## src/rtl/mch_pkg.sv

```systemverilog
package mch_pkg;

    localparam int CORDIC_STEPS    = 16;
    localparam int SCALE_FRAC_BITS = 12;

    localparam int ANGLE_TABLE_LEN = 24;
    localparam int CORDIC_ITERS    = (CORDIC_STEPS < ANGLE_TABLE_LEN) ?
                                     CORDIC_STEPS : ANGLE_TABLE_LEN;
    localparam int ITER_W          = (CORDIC_ITERS > 1) ? $clog2(CORDIC_ITERS) : 1;
    localparam int ANG_W           = 30;
    localparam int VEC_W           = 36;
    localparam int ANGLE_FRAC_BITS = 12;
    localparam logic signed [ANG_W-1:0] DEG180_UNITS = 30'sd73728000;
    localparam logic signed [ANG_W-1:0] DEG360_UNITS = 30'sd147456000;
    localparam int FULL_CIRCLE     = 36000;

    localparam int SPAN_W  = 17;
    localparam int SUM_W   = 18;
    localparam int DIV_W   = SPAN_W + 2;
    localparam int NUM_W   = SUM_W + SCALE_FRAC_BITS;
    localparam int DCNT_W  = $clog2(NUM_W);
    localparam int D2_W    = 18;
    localparam int PROD_W  = 35;
    localparam int PSHIFT  = SCALE_FRAC_BITS + 1;

    localparam logic [15:0] SCALE_ONE = 16'(1 << SCALE_FRAC_BITS);

    typedef enum logic [1:0] {
        MODE_MEASURE = 2'd0,
        MODE_CLEAR   = 2'd1,
        MODE_SAMPLE  = 2'd2,
        MODE_FINISH  = 2'd3
    } t_mode;

    typedef enum logic [2:0] {
        ST_MEASURED   = 3'd0,
        ST_CLEARED    = 3'd1,
        ST_SAMPLED    = 3'd2,
        ST_DONE       = 3'd3,
        ST_DONE_DEGEN = 3'd4
    } t_status;

    typedef enum logic [2:0] {
        CFG_X_SOURCE    = 3'd0,
        CFG_Y_SOURCE    = 3'd1,
        CFG_Z_SOURCE    = 3'd2,
        CFG_INVERT_MASK = 3'd3,
        CFG_DECLINATION = 3'd4
    } t_cfg_index;

    typedef enum logic [2:0] {
        LOP_NONE,
        LOP_LOAD,
        LOP_CALC,
        LOP_SCALE,
        LOP_DIV_START,
        LOP_DIV_STEP,
        LOP_DIV_END
    } t_lane_op;

    typedef struct packed {
        t_lane_op op;
        t_mode    mode;
        logic     cal_valid;
    } t_lane_ctrl;

    function automatic logic signed [ANG_W-1:0] atan_units(input logic [4:0] idx);
        logic signed [ANG_W-1:0] r;
        unique case (idx)
            5'd0:  r = 30'sd18432000;
            5'd1:  r = 30'sd10881045;
            5'd2:  r = 30'sd5749245;
            5'd3:  r = 30'sd2918407;
            5'd4:  r = 30'sd1464867;
            5'd5:  r = 30'sd733147;
            5'd6:  r = 30'sd366663;
            5'd7:  r = 30'sd183343;
            5'd8:  r = 30'sd91673;
            5'd9:  r = 30'sd45837;
            5'd10: r = 30'sd22918;
            5'd11: r = 30'sd11459;
            5'd12: r = 30'sd5730;
            5'd13: r = 30'sd2865;
            5'd14: r = 30'sd1432;
            5'd15: r = 30'sd716;
            5'd16: r = 30'sd358;
            5'd17: r = 30'sd179;
            5'd18: r = 30'sd90;
            5'd19: r = 30'sd45;
            5'd20: r = 30'sd22;
            5'd21: r = 30'sd11;
            5'd22: r = 30'sd6;
            5'd23: r = 30'sd3;
            default: r = '0;
        endcase
        return r;
    endfunction

endpackage

```

## src/rtl/mch_heading.sv

```systemverilog
module mch_heading (
    input  logic               i_clk,
    input  logic               i_rst_n,
    input  logic               i_start,
    input  logic signed [15:0] i_x,
    input  logic signed [15:0] i_y,
    output logic               o_done,
    output logic [15:0]        o_heading
);

    typedef enum logic [1:0] {
        H_IDLE,
        H_ROT,
        H_FIN
    } t_hstate;

    t_hstate                             r_state;
    logic                                r_done;
    logic                                r_zero;
    logic [mch_pkg::ITER_W-1:0]          r_i;
    logic signed [mch_pkg::VEC_W-1:0]    r_x;
    logic signed [mch_pkg::VEC_W-1:0]    r_y;
    logic signed [mch_pkg::ANG_W-1:0]    r_ang;
    logic [15:0]                         r_head;

    logic signed [mch_pkg::VEC_W-1:0]    x0;
    logic signed [mch_pkg::VEC_W-1:0]    y0;
    logic signed [mch_pkg::VEC_W-1:0]    xs;
    logic signed [mch_pkg::VEC_W-1:0]    ys;
    logic signed [mch_pkg::ANG_W-1:0]    step_ang;
    logic signed [mch_pkg::ANG_W-1:0]    adj;
    logic signed [mch_pkg::ANG_W-1:0]    rnd;
    logic [mch_pkg::ANG_W-1:0]           q;
    logic [mch_pkg::ANG_W-1:0]           q_wrap;

    always_comb begin
        x0       = $signed({{(mch_pkg::VEC_W-32){i_x[15]}}, i_x, 16'h0000});
        y0       = $signed({{(mch_pkg::VEC_W-32){i_y[15]}}, i_y, 16'h0000});
        xs       = r_x >>> r_i;
        ys       = r_y >>> r_i;
        step_ang = mch_pkg::atan_units(5'(r_i));
        adj      = (r_ang < 0) ? r_ang + mch_pkg::DEG360_UNITS : r_ang;
        rnd      = adj + mch_pkg::ANG_W'(1 << (mch_pkg::ANGLE_FRAC_BITS - 1));
        q        = mch_pkg::ANG_W'(rnd >>> mch_pkg::ANGLE_FRAC_BITS);
        q_wrap   = (q >= mch_pkg::ANG_W'(mch_pkg::FULL_CIRCLE)) ?
                   q - mch_pkg::ANG_W'(mch_pkg::FULL_CIRCLE) : q;
    end

    always_ff @(posedge i_clk) begin
        if (!i_rst_n) begin
            r_state <= H_IDLE;
            r_done  <= 1'b0;
        end else begin
            r_done <= 1'b0;
            unique case (r_state)
                H_IDLE: begin
                    if (i_start) begin
                        r_zero <= (i_x == 0) && (i_y == 0);
                        r_i    <= '0;
                        if (i_x < 0) begin
                            r_x   <= -x0;
                            r_y   <= -y0;
                            r_ang <= mch_pkg::DEG180_UNITS;
                        end else begin
                            r_x   <= x0;
                            r_y   <= y0;
                            r_ang <= '0;
                        end
                        r_state <= H_ROT;
                    end
                end
                H_ROT: begin
                    if (r_y >= 0) begin
                        r_x   <= r_x + ys;
                        r_y   <= r_y - xs;
                        r_ang <= r_ang + step_ang;
                    end else begin
                        r_x   <= r_x - ys;
                        r_y   <= r_y + xs;
                        r_ang <= r_ang - step_ang;
                    end
                    if (r_i == mch_pkg::ITER_W'(mch_pkg::CORDIC_ITERS - 1)) begin
                        r_state <= H_FIN;
                    end else begin
                        r_i <= r_i + 1'b1;
                    end
                end
                H_FIN: begin
                    r_head  <= r_zero ? 16'd0 : q_wrap[15:0];
                    r_done  <= 1'b1;
                    r_state <= H_IDLE;
                end
                default: r_state <= H_IDLE;
            endcase
        end
    end

    assign o_done    = r_done;
    assign o_heading = r_head;

endmodule

```

## config.mk

```make
export PLATFORM = sky130hd
export DESIGN_NAME = mch_heading
export DESIGN_NICKNAME = d
export VERILOG_FILES = /design/src/rtl/mch_pkg.sv /design/src/rtl/mch_heading.sv
export SDC_FILE = /design/constraint.sdc
export NUM_CORES = 1
export LEC_CHECK = 0
export BUFFER_PORTS_ARGS = -buffer_cell sky130_fd_sc_hd__buf_2
export CAP_MARGIN = 40
export CORE_ASPECT_RATIO = 1.4
export CORE_MARGIN = 5
export CORE_UTILIZATION = 50
export DETAILED_ROUTE_END_ITERATION = 16
export PLACE_DENSITY_LB_ADDON = 0.15
export SYNTH_ARGS = -nofsm -noshare
export SYNTH_HDL_FRONTEND = slang
export SYNTH_SLANG_ARGS = --single-unit
export TNS_END_PERCENT = 20
```

## constraint.sdc

```tcl
create_clock -name i_clk -period 7.9 [get_ports i_clk]
set_clock_uncertainty 0.1 [all_clocks]
set_input_delay 1.58 -clock i_clk [delete_from_list [all_inputs] [get_ports i_clk]]
set_output_delay 1.58 -clock i_clk [all_outputs]
set_load 0.03 [all_outputs]
```

==> metrics list <==
- Result of the run: complete, no violations
- The first global-routing pass estimated around 83 mm of wire.
* Root cell of the clock tree: clkbuf_16
* CTS tree: yes
- Timing would allow up to 161 MHz.
- Netlist cell types: between 100 and 150
* Final total negative setup slack: 0 ps
- The final-report max-slew violation count was 0.
- Worst Path Arrival: 6310 ps
* Die height: ~240 um
* Post-CTS resize count: 0
- Wires add up to approximately 52 mm.
- Sorting the synthesized cells by how often they occur yields nand2_1 (259), nor2_1 (196), o21ai_0 (149), a21oi_1 (148), xnor2_1 (145).
* Asr flop ratio synth: 0%
* Post-route ant nets: 0
- During synthesis, Yosys emitted a total of 0 warnings.
- The worst path needs between 6000 and 7000 ps of the cycle, external delays included.
* Area growth from synthesis to final layout: 6.59%
- Max-cap violations in this run came to 0.
* Total number of nets in the final design: about 2300
- Input and output buffers added on the ports amount to 51.
- Clk pwr share: between 10% and 20%
- The later pin in the worst-skew pair is clocked with a latency of around 470 ps.
- The first TritonRoute pass finished after 5 iterations.
- Vias: 16500
* Kind of capture point of the worst setup path: flop
* Final setup violation count: 0
- The number of failing hold endpoints at the final stage came to 0.
- Layout cell share with drive strength beyond 1: about 11%
- Setup repair after global routing missed its margin: false
* Post-Syn Area per Cell: approximately 8.5 um2
* Number of buffers inserted during clock tree synthesis: 17
- EDFF count, synth: ~120
* Crit share post-route: roughly 80%
- Drt drc: 0
- Of all nets on the critical path, the largest fanout is 17.
- Dividing total power by cell area gives a power density of roughly 250 mW/mm2.
* Routed WL per cell: 20.0 um
- Total power for the finished layout comes to just under 5 mW.
* Number of cells in the finished layout apart from fillers: roughly 2600
* Post-Synthesis Cells: about 2100
- Startpoint-to-endpoint class of the critical path: reg -> reg
- Counting along the longest clock path gives a buffer depth of 2.
- After the first detailed-routing iteration, the DRC count stood at between 1000 and 1500.
- Horizontal die dimension: between 150 and 200 um
* Overall overflow remaining after global route: 0
- In the post-route analysis, the smallest setup slack over all paths is 1700 ps.
* Std-Cell Rows: between 80 and 90
- Netlist Area Pre-Place: about 0.018 mm2
* Pin slew with the least headroom to its limit: about 900 ps
- The die covers 0.0405 mm2.
- Share of total power in sequential cells: around 24%
* Startpoint Class: flop
- Dominant cell type by area after synthesis: edfxtp_1
- Initial antenna violation count: 0
* Routability Congestion: approximately 0.96
- In this run the biggest area consumer among cell types represents between 20% and 30% of the synthesized area.
- Synthesis inferred approximately 150 register bits.
- After synthesis, flip-flops and latches occupy between 20% and 30% of the total area.
* Post-layout utilization of the core: a little over half
- Syn_nets: between 2000 and 2500
- Data on the critical path is required at its endpoint by ~8000 ps.
* Worst min-delay path class: reg -> reg
* Commonest register cell after synthesis: edfxtp_1
* Vias in the first global route: 16200
- Timing analysis after detailed placement gives a worst setup slack of between 1500 and 2000 ps.
- Global router's overall resource usage: between 20% and 30%
- Once detailed placement completed, the half-perimeter wirelength came to roughly 40 mm.
- Switching part of the total power: between 40% and 50%
- Sink Count: 151
* Worst VDD drop: ~0.15 mV
- After detailed placement, the design holds a cell count of 2582.
* Tightest slew margin relative to the limit: between 30% and 40%
- Summed over all cells, the static leakage comes to about 7.8 nW.
- The internal portion of the total power is between 2 and 3 mW.
* Antenna diode count: 0
- The H-tree was split into 4 levels.
* Hold_buf cts: 0
- Once the floorplan was initialized, standard cells occupied between 50% and 60% of the core.
* Routed via count divided by cell count: 6.29
- Post-CTS Setup Inserts: 0
- Summed over all nets, the switching power comes to 2.26 mW.
* Boundary Pins: between 50 and 60
- Dominant cell by count in the synthesized netlist: nand2_1
- Combinational logic burns roughly 58% of the power.
- Core outline area: 0.0359 mm2
- Reg clk slew, reported paths: 90 ps
* Fill cell total of the finished layout: roughly 3400
- In the post-synthesis netlist, the biggest area contributors are edfxtp_1 (20%), ha_1 (8.1%), xnor2_1 (7.0%).
- Entering global routing, the biggest net connects about 110 pins.
## state kept, by name, summed over array words and instances (netlist names)
name / cells
r_i: 4
o_heading: 16
r_ang: 30
r_y: 36
step_ang: 25
r_zero: 1
r_state: 2
r_x: 36
o_done: 1
## worst max-delay path, stage by stage (launching register included)
cell       delay [ps]
edfxtp_1          880
buf_4             380
mux4_2            520
mux2i_1           260
o221ai_1          270
nor4_4            420
nand2_2           130
nor2_2            220
and2_1            180
nand2_1            70
o21ai_1           160
xnor2_1           100
ha_1              390
and2_1            240
nand2_1            70
a2111oi_0         380
o41a_1            310
o211ai_1          200
nand4_1           140
o211ai_1          120
o21ai_0           220
xnor2_1           140
o21ai_1            70
## power groups by stage
stage | Sequential (mW) | Clock [mW] | Combinational [mW]
detailed placement | 1.21 | 0 | 2.85
global route | 1.21 | 0.905 | 3.20
floorplan | 1.13 | 0 | 2.30
global placement | 1.21 | 0 | 2.81
finish | 1.20 | 0.860 | 2.88
CTS | 1.19 | 0.874 | 2.87
## logic make-up (layout without fill, tap and decap cells)
kind of cell | count (synthesis) | count (layout) | synth area share, %
compound gates | 594 | 594 | 21.1
xor+xnor | 222 | 222 | 10.7
fa+ha+maj | 121 | 121 | 8.42
buf+inv | 152 | 160 | 3.65
flops | 151 | 151 | 23.3
mux | 174 | 174 | 13.8
simple gates | 730 | 730 | 19.1
## final cells by class
type                       instances  area, um2  share of cell area [%]
clock inverter                    15        170                   0.875
inverter                          54        203                    1.04
multi-input combinational       1841      13400                    68.7
timing repair buffer              74        465                    2.39
sequential                       151       4250                    21.9
clock buffer                      17        425                    2.19
tap                              462        578                    2.97
## cell usage in the layout, fill, tap and decap left out, drive strengths merged, types with 8 or more instances in the layout
cell type  netlist  final
o21bai          17     17
o21a            16     16
and3            22     22
a211o            8      8
o22ai           15     15
nand3           48     48
inv             52     61
a21o            62     62
mux2            39     39
nor3b           15     15
nand2b          26     26
o211ai          18     18
a211oi          20     20
clkbuf          57     17
dfxtp           28     28
nor2b           20     20
o21ai          163    163
o31a            10     10
nor3            34     34
o41ai           18     18
buf             41     74
a31oi           25     25
edfxtp         123    123
and2            21     21
xnor2          146    146
ha             118    118
mux2i           79     79
nor4            11     11
nand4           15     15
or3             21     21
or2             11     11
nand2          260    260
nor2           199    199
o31ai           18     18
mux4            56     56
a21oi          148    148
xor2            76     76
## per-stage QoR
step,cell area (um2),hold slack [ps]
2_1_floorplan,18300,375
4_1_cts,19500,522
6_report,19500,521
3_3_place_gp,18900,499
5_1_grt,19500,559
3_5_place_dp,18900,515
## routing by layer
| layer | global-route usage [%] | part of all wire [%] | up-vias | wire length (um) |
|---|---|---|---|---|
| met4 | 12.0 | 4.6 | 0 | 2390 |
| met1 | 28.6 | 39 | 7919 | 20100 |
| met5 | 0 | 0 | - | 0 |
| met3 | 3.32 | 4.2 | 142 | 2220 |
| met2 | 46.6 | 53 | 436 | 27500 |
| li1 | - | - | 7954 | - |
## final timing paths
check             start       to  slack (ps)  depth (start not counted)
min          r_state[0]   o_done         520                          1
min reg2reg  r_state[0]   o_done         520                          1
max reg2reg      r_i[0]  r_y[35]        1700                         22
max              r_i[0]  r_y[35]        1700                         22
(Power assumes the default switching activity.)
