`src/rtl/mch_pkg.sv`:
```
package mch_pkg;

    localparam int CORDIC_STEPS    = 16;
    localparam int SCALE_FRAC_BITS = 12;

    localparam int ANGLE_TABLE_LEN = 24;
    localparam int CORDIC_ITERS    = (CORDIC_STEPS < ANGLE_TABLE_LEN) ?
                                     CORDIC_STEPS : ANGLE_TABLE_LEN;
    localparam int ITER_W          = (CORDIC_ITERS > 1) ? $clog2(CORDIC_ITERS) : 1;
    localparam int ANG_W           = 30;
    localparam int VEC_W           = 36;
    localparam int ANGLE_FRAC_BITS = 12;
    localparam logic signed [ANG_W-1:0] DEG180_UNITS = 30'sd73728000;
    localparam logic signed [ANG_W-1:0] DEG360_UNITS = 30'sd147456000;
    localparam int FULL_CIRCLE     = 36000;

    localparam int SPAN_W  = 17;
    localparam int SUM_W   = 18;
    localparam int DIV_W   = SPAN_W + 2;
    localparam int NUM_W   = SUM_W + SCALE_FRAC_BITS;
    localparam int DCNT_W  = $clog2(NUM_W);
    localparam int D2_W    = 18;
    localparam int PROD_W  = 35;
    localparam int PSHIFT  = SCALE_FRAC_BITS + 1;

    localparam logic [15:0] SCALE_ONE = 16'(1 << SCALE_FRAC_BITS);

    typedef enum logic [1:0] {
        MODE_MEASURE = 2'd0,
        MODE_CLEAR   = 2'd1,
        MODE_SAMPLE  = 2'd2,
        MODE_FINISH  = 2'd3
    } t_mode;

    typedef enum logic [2:0] {
        ST_MEASURED   = 3'd0,
        ST_CLEARED    = 3'd1,
        ST_SAMPLED    = 3'd2,
        ST_DONE       = 3'd3,
        ST_DONE_DEGEN = 3'd4
    } t_status;

    typedef enum logic [2:0] {
        CFG_X_SOURCE    = 3'd0,
        CFG_Y_SOURCE    = 3'd1,
        CFG_Z_SOURCE    = 3'd2,
        CFG_INVERT_MASK = 3'd3,
        CFG_DECLINATION = 3'd4
    } t_cfg_index;

    typedef enum logic [2:0] {
        LOP_NONE,
        LOP_LOAD,
        LOP_CALC,
        LOP_SCALE,
        LOP_DIV_START,
        LOP_DIV_STEP,
        LOP_DIV_END
    } t_lane_op;

    typedef struct packed {
        t_lane_op op;
        t_mode    mode;
        logic     cal_valid;
    } t_lane_ctrl;

    function automatic logic signed [ANG_W-1:0] atan_units(input logic [4:0] idx);
        logic signed [ANG_W-1:0] r;
        unique case (idx)
            5'd0:  r = 30'sd18432000;
            5'd1:  r = 30'sd10881045;
            5'd2:  r = 30'sd5749245;
            5'd3:  r = 30'sd2918407;
            5'd4:  r = 30'sd1464867;
            5'd5:  r = 30'sd733147;
            5'd6:  r = 30'sd366663;
            5'd7:  r = 30'sd183343;
            5'd8:  r = 30'sd91673;
            5'd9:  r = 30'sd45837;
            5'd10: r = 30'sd22918;
            5'd11: r = 30'sd11459;
            5'd12: r = 30'sd5730;
            5'd13: r = 30'sd2865;
            5'd14: r = 30'sd1432;
            5'd15: r = 30'sd716;
            5'd16: r = 30'sd358;
            5'd17: r = 30'sd179;
            5'd18: r = 30'sd90;
            5'd19: r = 30'sd45;
            5'd20: r = 30'sd22;
            5'd21: r = 30'sd11;
            5'd22: r = 30'sd6;
            5'd23: r = 30'sd3;
            default: r = '0;
        endcase
        return r;
    endfunction

endpackage

```
`src/rtl/mch_lane.sv`:
```
module mch_lane (
    input  logic                          i_clk,
    input  logic                          i_rst_n,
    input  mch_pkg::t_lane_ctrl           i_ctrl,
    input  logic [1:0]                    i_src,
    input  logic                          i_neg,
    input  logic signed [15:0]            i_raw_x,
    input  logic signed [15:0]            i_raw_y,
    input  logic signed [15:0]            i_raw_z,
    input  logic [mch_pkg::SUM_W-1:0]     i_span_sum,
    output logic signed [15:0]            o_res,
    output logic [mch_pkg::SPAN_W-1:0]    o_span
);

    logic signed [15:0]                   n_v;
    logic signed [15:0]                   r_v;
    logic signed [15:0]                   r_min;
    logic signed [15:0]                   r_max;
    logic signed [16:0]                   r_off;
    logic [15:0]                          r_scale;
    logic signed [mch_pkg::PROD_W-1:0]    r_prod;
    logic signed [15:0]                   r_res;
    logic [mch_pkg::SPAN_W-1:0]           r_span;
    logic [mch_pkg::DIV_W-1:0]            r_div;
    logic [mch_pkg::DIV_W-1:0]            r_rem;
    logic [mch_pkg::NUM_W-1:0]            r_num;

    logic signed [15:0]                   sel;
    logic signed [mch_pkg::D2_W-1:0]      d2;
    logic signed [mch_pkg::PROD_W-1:0]    prod;
    logic signed [mch_pkg::PROD_W-1:0]    prod_adj;
    logic signed [mch_pkg::PROD_W-1:0]    prod_sh;
    logic signed [15:0]                   cal;
    logic signed [16:0]                   diff;
    logic [mch_pkg::DIV_W-1:0]            trial;
    logic                                 fits;

    always_comb begin
        unique case (i_src)
            2'd0:    sel = i_raw_x;
            2'd1:    sel = i_raw_y;
            default: sel = i_raw_z;
        endcase
        if (i_neg) begin
            n_v = (sel == -16'sd32768) ? 16'sd32767 : -sel;
        end else begin
            n_v = sel;
        end

        d2   = ($signed({{2{r_v[15]}}, r_v}) <<< 1) - mch_pkg::D2_W'(r_off);
        prod = mch_pkg::PROD_W'(d2) * $signed({{(mch_pkg::PROD_W-16){1'b0}}, r_scale});

        prod_adj = r_prod + ((r_prod < 0) ?
                   mch_pkg::PROD_W'((1 << mch_pkg::PSHIFT) - 1) : '0);
        prod_sh  = prod_adj >>> mch_pkg::PSHIFT;
        if (prod_sh > 32767) begin
            cal = 16'sd32767;
        end else if (prod_sh < -32768) begin
            cal = -16'sd32768;
        end else begin
            cal = prod_sh[15:0];
        end

        diff  = $signed({r_max[15], r_max}) - $signed({r_min[15], r_min});
        trial = {r_rem[mch_pkg::DIV_W-2:0], r_num[mch_pkg::NUM_W-1]};
        fits  = (trial >= r_div);
    end

    always_ff @(posedge i_clk) begin
        if (!i_rst_n) begin
            r_min   <= 16'sd32767;
            r_max   <= -16'sd32768;
            r_off   <= '0;
            r_scale <= mch_pkg::SCALE_ONE;
        end else begin
            unique case (i_ctrl.op)
                mch_pkg::LOP_LOAD: begin
                    r_v <= n_v;
                end
                mch_pkg::LOP_CALC: begin
                    unique case (i_ctrl.mode)
                        mch_pkg::MODE_MEASURE: begin
                            r_prod <= prod;
                        end
                        mch_pkg::MODE_CLEAR: begin
                            r_min   <= 16'sd32767;
                            r_max   <= -16'sd32768;
                            r_off   <= '0;
                            r_scale <= mch_pkg::SCALE_ONE;
                        end
                        mch_pkg::MODE_SAMPLE: begin
                            if (r_v < r_min) begin
                                r_min <= r_v;
                            end
                            if (r_v > r_max) begin
                                r_max <= r_v;
                            end
                        end
                        mch_pkg::MODE_FINISH: begin
                            r_span <= (r_max > r_min) ? diff : '0;
                            r_off  <= (r_max < r_min) ? '0 : diff + ($signed({r_min[15], r_min}) <<< 1);
                        end
                        default: ;
                    endcase
                end
                mch_pkg::LOP_SCALE: begin
                    r_res <= i_ctrl.cal_valid ? cal : r_v;
                end
                mch_pkg::LOP_DIV_START: begin
                    r_num <= {i_span_sum, {mch_pkg::SCALE_FRAC_BITS{1'b0}}};
                    r_div <= {1'b0, r_span, 1'b0} + {2'b00, r_span};
                    r_rem <= '0;
                end
                mch_pkg::LOP_DIV_STEP: begin
                    r_rem <= fits ? trial - r_div : trial;
                    r_num <= {r_num[mch_pkg::NUM_W-2:0], fits};
                end
                mch_pkg::LOP_DIV_END: begin
                    if (r_span == '0) begin
                        r_scale <= mch_pkg::SCALE_ONE;
                    end else if (|r_num[mch_pkg::NUM_W-1:16]) begin
                        r_scale <= 16'hFFFF;
                    end else begin
                        r_scale <= r_num[15:0];
                    end
                end
                default: ;
            endcase
        end
    end

    assign o_res  = r_res;
    assign o_span = r_span;

endmodule

```
`config.mk`:
```
export PLATFORM = sky130hd
export DESIGN_NAME = mch_lane
export DESIGN_NICKNAME = d
export VERILOG_FILES = /design/src/rtl/mch_pkg.sv /design/src/rtl/mch_lane.sv
export SDC_FILE = /design/constraint.sdc
export NUM_CORES = 1
export LEC_CHECK = 0
export ABC_AREA = 1
export BUFFER_PORTS_ARGS = -buffer_cell sky130_fd_sc_hd__buf_2
export CORE_MARGIN = 2
export CORE_UTILIZATION = 30
export CTS_CLUSTER_DIAMETER = 100
export DETAILED_ROUTE_END_ITERATION = 7
export PLACE_DENSITY = 0.51
export SYNTH_ARGS = -nofsm -noshare
export SYNTH_HDL_FRONTEND = slang
export SYNTH_SLANG_ARGS = --single-unit
```
`constraint.sdc`:
```
create_clock -name i_clk -period 14.2 [get_ports i_clk]
set_clock_uncertainty 0.15 [all_clocks]
set_input_delay 1.42 -clock i_clk [delete_from_list [all_inputs] [get_ports i_clk]]
set_output_delay 1.42 -clock i_clk [all_outputs]
set_load 0.1 [all_outputs]
```
==> results of run 1 <==
[metrics by stage]
| step | std cells | hold WS [ps] | utilization | worst slack [ps] |
|---|---|---|---|---|
| finish | 4596 | 318 | 0.335 | 5490 |
| global route | 4596 | 337 | 0.335 | 4870 |
| CTS | 4595 | 319 | 0.335 | 5600 |
| detailed placement | 4545 | 309 | 0.325 | 5630 |
| global placement | 4545 | 306 | 0.325 | 5590 |
| floorplan | 3341 | 295 | - | 6980 |
[cell type report]
| cell class | instances | area (um^2) | area share |
|---|---|---|---|
| multi-input cells | 2343 | 17600 | 0.606 |
| well taps | 1155 | 1450 | 0.0496 |
| clock buffers | 36 | 759 | 0.0261 |
| diodes | 1 | 2.50 | 0.0000860 |
| inverters | 698 | 2620 | 0.0900 |
| clock inverters | 14 | 87.6 | 0.00301 |
| flip-flops and latches | 216 | 5840 | 0.200 |
| repair buffers | 133 | 726 | 0.0249 |
[kinds of logic (layout without fill, tap and decap cells)]
| family | Yosys count | in the layout |
|---|---|---|
| buffers and inverters | 782 | 881 |
| adder cells (fa/ha/maj) | 518 | 518 |
| AND/OR/NAND/NOR | 1273 | 1273 |
| XOR/XNOR | 114 | 114 |
| AO/OA/AOI/OAI | 438 | 438 |
| flip-flops | 216 | 216 |
| other | 0 | 1 |
[power breakdown]
part / internal, mW / total (mW) / switching [mW]
Clock: 0.376 / 0.659 / 0.283
Sequential: 0.750 / 0.771 / 0.0211
Combinational: 0.607 / 1.73 / 1.13
Total: 1.73 / 3.16 / 1.43
[worst paths after layout]
path / start / endpoint / depth (start not counted)
max: r_v[12] / r_prod[34] / 24
min: r_off[3] / r_off[3] / 2
max reg2reg: r_v[12] / r_prod[34] / 24
min reg2reg: r_off[3] / r_off[3] / 2
[metal layers]
metal | up-vias | GRT usage
li1 | 10600 | -
met1 | 10200 | 0.238
met2 | 542 | 0.278
met3 | 78 | 0.0278
met4 | 2 | 0.0383
met5 | - | 0
[critical path, stage by stage, from the launching register on]
cell and delay, ps:
edfxtp_1 560, ha_1 480, nand2_1 80, nor3_1 450, nand4_1 150, o221ai_1 350, nand2_1 410, nand2_1 260
nor2_1 130, fa_1 650, fa_1 980, xnor2_1 200, o21ai_0 280, fa_1 470, fa_1 560, inv_1 50
fa_1 470, inv_1 40, ha_1 410, a21oi_1 380, o21ai_0 160, a211oi_1 290, a21boi_0 210, nand2_1 80
xnor2_1 140
[sequential cells by signal, summed over array words and instances (netlist names)]
signal	count
r_max	16
r_num	30
r_prod	35
r_scale	16
r_div	19
o_span	17
r_off	17
o_res	16
r_min	16
r_v	16
r_rem	18
[placed cells by master, fill, tap and decap left out, types with 103 or more instances in the layout]
master / count
edfxtp_1: 151
o21ai_0: 103
nand3_1: 166
buf_2: 109
inv_1: 678
ha_1: 226
nand2_1: 676
nor2_1: 288
a21oi_1: 204
fa_1: 292
==> key figures, run 1 <==
Clock tree
  – Clock-pin slew on the worst setup and hold paths: ~60 ps
  – H-tree levels: 1
  – Insertion delay to the later sink of the worst-skew pair: a little under 600 ps
  – # clock sinks: 216
  – CTS tree: yes
  – Hold Buf Count CTS: 0
  – Post-cts sizing count: 0
  – Max clock buf depth: 3
  – Post-CTS Setup Bufs: 0
  – CTS buffer count: 27
  – Root Driver: clkbuf_16

Place
  – Dpl cell area: between 20000 and 30000 um^2
  – I/O Buffers: between 100 and 150
  – Post-DP HPWL: approximately 62 mm
  – Gpl congestion: a little over 0.9

Global route
  – Grt ovf: 0
  – Vias in the first global route: 22000
  – First-pass GRT wire length: 122 mm
  – Initial antenna violation count: 5
  – Largest net degree at the start of global routing: 49
  – All-Layer GR Usage: 0.171

Logic synthesis
  – Adder-cell area share of the yosys netlist: 0.328
  – Unique masters post-synth: 63
  – Syn_nets: just under 4000
  – Synthesized area: approximately 26000 um^2
  – Syn Inst Count: between 3000 and 4000
  – Post-synthesis compound-gate area fraction: 0.0950
  – Top cells by area, synth: fa_1 22%, edfxtp_1 17%, ha_1 11%
  – Xor/xnor share of the synthesized area: 0.0383
  – FF+latch count, synth: 216
  – Main combinational cell family by area after synthesis: adder cells
  – Main flop type after synthesis: edfxtp_1
  – Ys async rst share: 0
  – Mux cell area share after synthesis: 0
  – Post-synth top cells: 678 x inv_1, 676 x nand2_1, 292 x fa_1
  – Share of the synthesized area in the top cell type: 0.221
  – Register area share after synthesis: 0.221
  – Count leader, synth: inv_1
  – Syn Area/Cell: 7.92 um^2
  – Post-synth top area cell: fa_1
  – Post-synth EDFFs: around 150
  – Post-Synth Simple-Gate Area: 0.204
  – Synthesis warning total: 0

Routing
  – Wire length on met2: between 30 and 40 mm
  – Vias post-DR: 21500
  – Post-route DRC: 0
  – Top Layer Used: met5
  – Avg Vias per Cell: approximately 4.7
  – Routed Antenna Nets: 0
  – Detail Route met3 WL: between 4 and 5 mm
  – Final wirelength: 75.5 mm
  – M1 WL: 35.3 mm
  – TritonRoute pass-1 iters: 7
  – First DRT Iteration DRCs: 1395
  – Average wire per standard cell: ~16 um

Finish
  – Nets: 4014
  – P&R area growth vs syn: 10.1%
  – Fillers: between 9000 and 10000
  – Final instance area: 29100 um^2
  – Share of layout cells above drive strength 1: 0.0791

STA
  – RSZ-0062 raised after global routing: no
  – Count of final hold-check violations: 0
  – Slew @ Worst Pin: approximately 1100 ps
  – Tcrit/Tclk final: 0.613
  – Final min period: roughly 8700 ps
  – Maximum clock rate: ~0.11 GHz
  – Setup TNS: 0 ps
  – Slew Limit Fails: 0
  – Final setup vio count: 0
  – Slew HR: 0.250

Die
  – Die width: around 300 um
  – Std-Cell Rows: approximately 110
  – Die area: approximately 91000 um^2
  – Core Region: slightly below 90000 um^2
  – Initial Util: 0.304
  – I/O Pins: 110
  – Die Y-Extent: 301 um

Critical path
  – Flop-to-flop setup slack: approximately 5500 ps
  – Startpoint Class: flip-flop
  – Crit. End Element: flip-flop
  – CP Class: reg -> reg
  – CP required: 14340 ps
  – Crit path max fanout: 14
  – CP arrival: 8850 ps

Flow run
  – Maxcap violations: 0

Worst hold path
  – HP Class: reg -> reg

Power and ir drop
  – Max VDD drop: between 0.1 and 0.15 mV
  – Leak Pwr: between 10 and 15 nW
  – Tot Pwr: roughly 3.2 mW
  – Pwr dens: about 110 nW/um^2

Run status
  – Status: completed
No activity file was read; power rests on OpenSTA's default activity.
==> inputs of run 2 (changes only) <==
==> constraint.sdc (replaced) <==
create_clock -name i_clk -period 9.13 [get_ports i_clk]
set_clock_uncertainty 0.15 [all_clocks]
set_input_delay 0.913 -clock i_clk [delete_from_list [all_inputs] [get_ports i_clk]]
set_output_delay 0.913 -clock i_clk [all_outputs]
set_load 0.1 [all_outputs]
==> run 2 against run 1 <==
Routed wire length increased by 2.2%. Combinational power up 53%. Flip-flop and latch count unchanged. Non-clock buffer count grew 17. Sequential power is 56% higher. Register-to-register slack got worse by 4700 ps. Clock power up 65%. Utilization up 0.20 points. Critical endpoint is now r_prod[33]. Highest routed layer is now met4.
==> key figures, run 2 (same netlist as run 1, synthesis figures left out) <==
Clock tree
  – Max clock buf depth: 3 (unchanged)
  – CTS buffer count: 27 (unchanged)
  – Post-CTS Setup Bufs: 0 (unchanged)
  – Clock-pin slew on the worst setup and hold paths: 60 ps (about the same)
  – H-tree levels: 1 (unchanged)
  – CTS tree: yes
  – # clock sinks: 216 (unchanged)
  – Insertion delay to the later sink of the worst-skew pair: 580 ps (about the same)
  – Root Driver: clkbuf_16

Finish
  – P&R area growth vs syn: 10.7%
  – Most common cell after layout, fill and taps aside: inv_1
  – Highest-count cells in the layout ignoring fill and taps: 678 x inv_1, 676 x nand2_1, 291 x fa_1
  – Largest reg by FF count: r_prod
  – Share of layout cells above drive strength 1: 0.0836 (+0.00453)
  – Nets: 4031 (+0.42%)
  – Biggest regs: r_prod: 35 flops, r_num: 30 flops, r_div: 19 flops
  – Flip-flop count of the largest register after layout: 35 (unchanged)

Die
  – Die area: 90600 um^2 (unchanged)
  – Die Y-Extent: 301 um (unchanged)
  – Die width: 301 um (unchanged)
  – I/O Pins: 110 (unchanged)
  – Core Region: 87000 um^2 (unchanged)
  – Std-Cell Rows: 108 (unchanged)
  – Initial Util: 0.304 (unchanged)

STA
  – Slew @ Worst Pin: 1130 ps (+11.1 ps)
  – Final min period: 8340 ps (-371 ps)
  – Tcrit/Tclk final: 0.913 (+0.300)
  – Hold WS: 315 ps (-2.36 ps)
  – RSZ-0062 raised after global routing: no
  – Final setup vio count: 0 (unchanged)
  – Setup TNS: 0 ps (unchanged)
  – Slew HR: 0.243 (-0.00639)
  – Maximum clock rate: 0.120 GHz (+4.5%)
  – Count of final hold-check violations: 0 (unchanged)
  – Slew Limit Fails: 0 (unchanged)

Power and ir drop
  – Tot Pwr: 4.92 mW (+56%)
  – Leak Pwr: 14.3 nW (+0.62%)
  – Max VDD drop: 0.133 mV (+18%)
  – Pwr dens: 168 nW/um^2 (+55%)

Critical path
  – Startpoint Class: flip-flop
  – Crit path largest cell delay: 850 ps (-130 ps)
  – Worst Reg-to-Reg Cells: 25 (+4.2%)
  – CP Class: reg -> reg
  – Critical path's most frequent cell: inv_1
  – Crit path max fanout: 14 (unchanged)
  – Worst R2R Start: r_v[15]
  – CP max-delay cell: fa_2
  – Crit. End Element: flip-flop
  – CP arrival: 8510 ps (-340 ps)
  – CP required: 9300 ps (-5040 ps)
  – R2r endpoint: r_prod[33]
  – Flop-to-flop setup slack: 790 ps (-4700 ps)

Routing
  – Post-route DRC: 0 (unchanged)
  – Final wirelength: 77.1 mm (+2.2%)
  – TritonRoute pass-1 iters: 5 (-2)
  – Vias post-DR: 21500 (+0.27%)
  – Avg Vias per Cell: 4.67 (about the same)
  – Routed Antenna Nets: 0 (unchanged)
  – First DRT Iteration DRCs: 1300 (-6.8%)
  – Average wire per standard cell: 16.7 um (+1.8%)

Run status
  – Status: completed

Worst hold path
  – Worst-case hold path end point: r_off[15]
  – HP Class: reg -> reg
  – Worst hold path depth: 2 (unchanged)
  – HP Start: r_off[15]

Flow run
  – Maxcap violations: 0 (unchanged)

Place
  – Post-DP HPWL: 64.0 mm (+2.9%)
  – Gpl congestion: 0.914 (-0.45%)
  – I/O Buffers: 109 (unchanged)

Global route
  – First-pass GRT wire length: 123 mm (+1.0%)
  – Grt ovf: 0 (unchanged)
  – Largest net degree at the start of global routing: 49 (unchanged)
  – Vias in the first global route: 21800 (-0.88%)
  – Initial antenna violation count: 4 (-1)
  – All-Layer GR Usage: 0.173 (+0.00220)
run 2: changes by cell type in the layout (fill, tap and decap cells not counted):
| cell | previous run | this run |
|---|---|---|
| buf_4 | 24 | 41 |
| bufinv_16 | 0 | 2 |
| clkbuf_1 | 4 | 2 |
| clkbuf_16 | 27 | 28 |
| clkbuf_8 | 5 | 2 |
| clkinv_1 | 13 | 15 |
| clkinv_2 | 7 | 3 |
| clkinv_4 | 0 | 1 |
| clkinvlp_4 | 0 | 2 |
| fa_1 | 292 | 291 |
| fa_2 | 0 | 1 |
| inv_4 | 0 | 1 |
| xnor2_1 | 31 | 32 |
| xnor2_2 | 2 | 1 |
run 2: routing by layer:
| layer | vias to the layer above | GRT usage | wire (um) |
|---|---|---|---|
| met4 | 0 | 0.0445 | 1900 |
| met3 | 93 | 0.0173 | 4140 |
| met2 | 531 | 0.283 | 34600 |
| met1 | 10200 | 0.245 | 36500 |
| met5 | - | 0 | 0 |
| li1 | 10700 | - | - |
run 2: area by class of cell:
type,count,area (um^2)
Antenna cell,1,2.50
Clock buffer,32,736
Clock inverter,18,165
Fill cell,9352,57700
Inverter,698,2620
Multi-Input combinational cell,2343,17600
Sequential cell,216,5840
Tap cell,1155,1450
Timing Repair Buffer,150,853
run 2: timing repair:
action / CTS / global route
setup endpoints to repair: 0 / 2
hold buffers: 0 / 0
resized for setup: 0 / 1
run 2: critical path: cells and delay by family (launching register included):
kind | cells | cell delay, ps
adder cells (fa/ha/maj) | 8 | 4240
AND/OR/NAND/NOR | 8 | 2170
flip-flops | 1 | 540
AO/OA/AOI/OAI | 2 | 470
buffers and inverters | 6 | 430
XOR/XNOR | 1 | 60
run 2: power by group:
group          switching, mW  internal, mW  total, mW  leakage, nW
registers             0.0327          1.17       1.20         1.92
clock network          0.453         0.635       1.09        0.439
logic                   1.69         0.942       2.64         12.0
run 2: worst max path at each step:
stage	startpoint	end	cells after the start
3_3_place_gp	r_v[15]	r_prod[33]	25
5_1_grt	r_v[15]	r_prod[33]	25
2_1_floorplan	r_v[15]	r_prod[33]	27
3_5_place_dp	r_v[15]	r_prod[33]	25
6_report	r_v[15]	r_prod[33]	25
4_1_cts	r_v[15]	r_prod[33]	25
run 2: per-stage QoR:
stage / area (um^2) / instances / util / setup slack (ps)
3_3_place_gp: 28400 / 4562 / 0.326 / 599
6_report: 29300 / 4613 / 0.337 / 790
5_1_grt: 29300 / 4613 / 0.337 / 193
2_1_floorplan: 26500 / 3341 / - / 1910
3_5_place_dp: 28400 / 4562 / 0.326 / 682
4_1_cts: 29300 / 4612 / 0.337 / 620
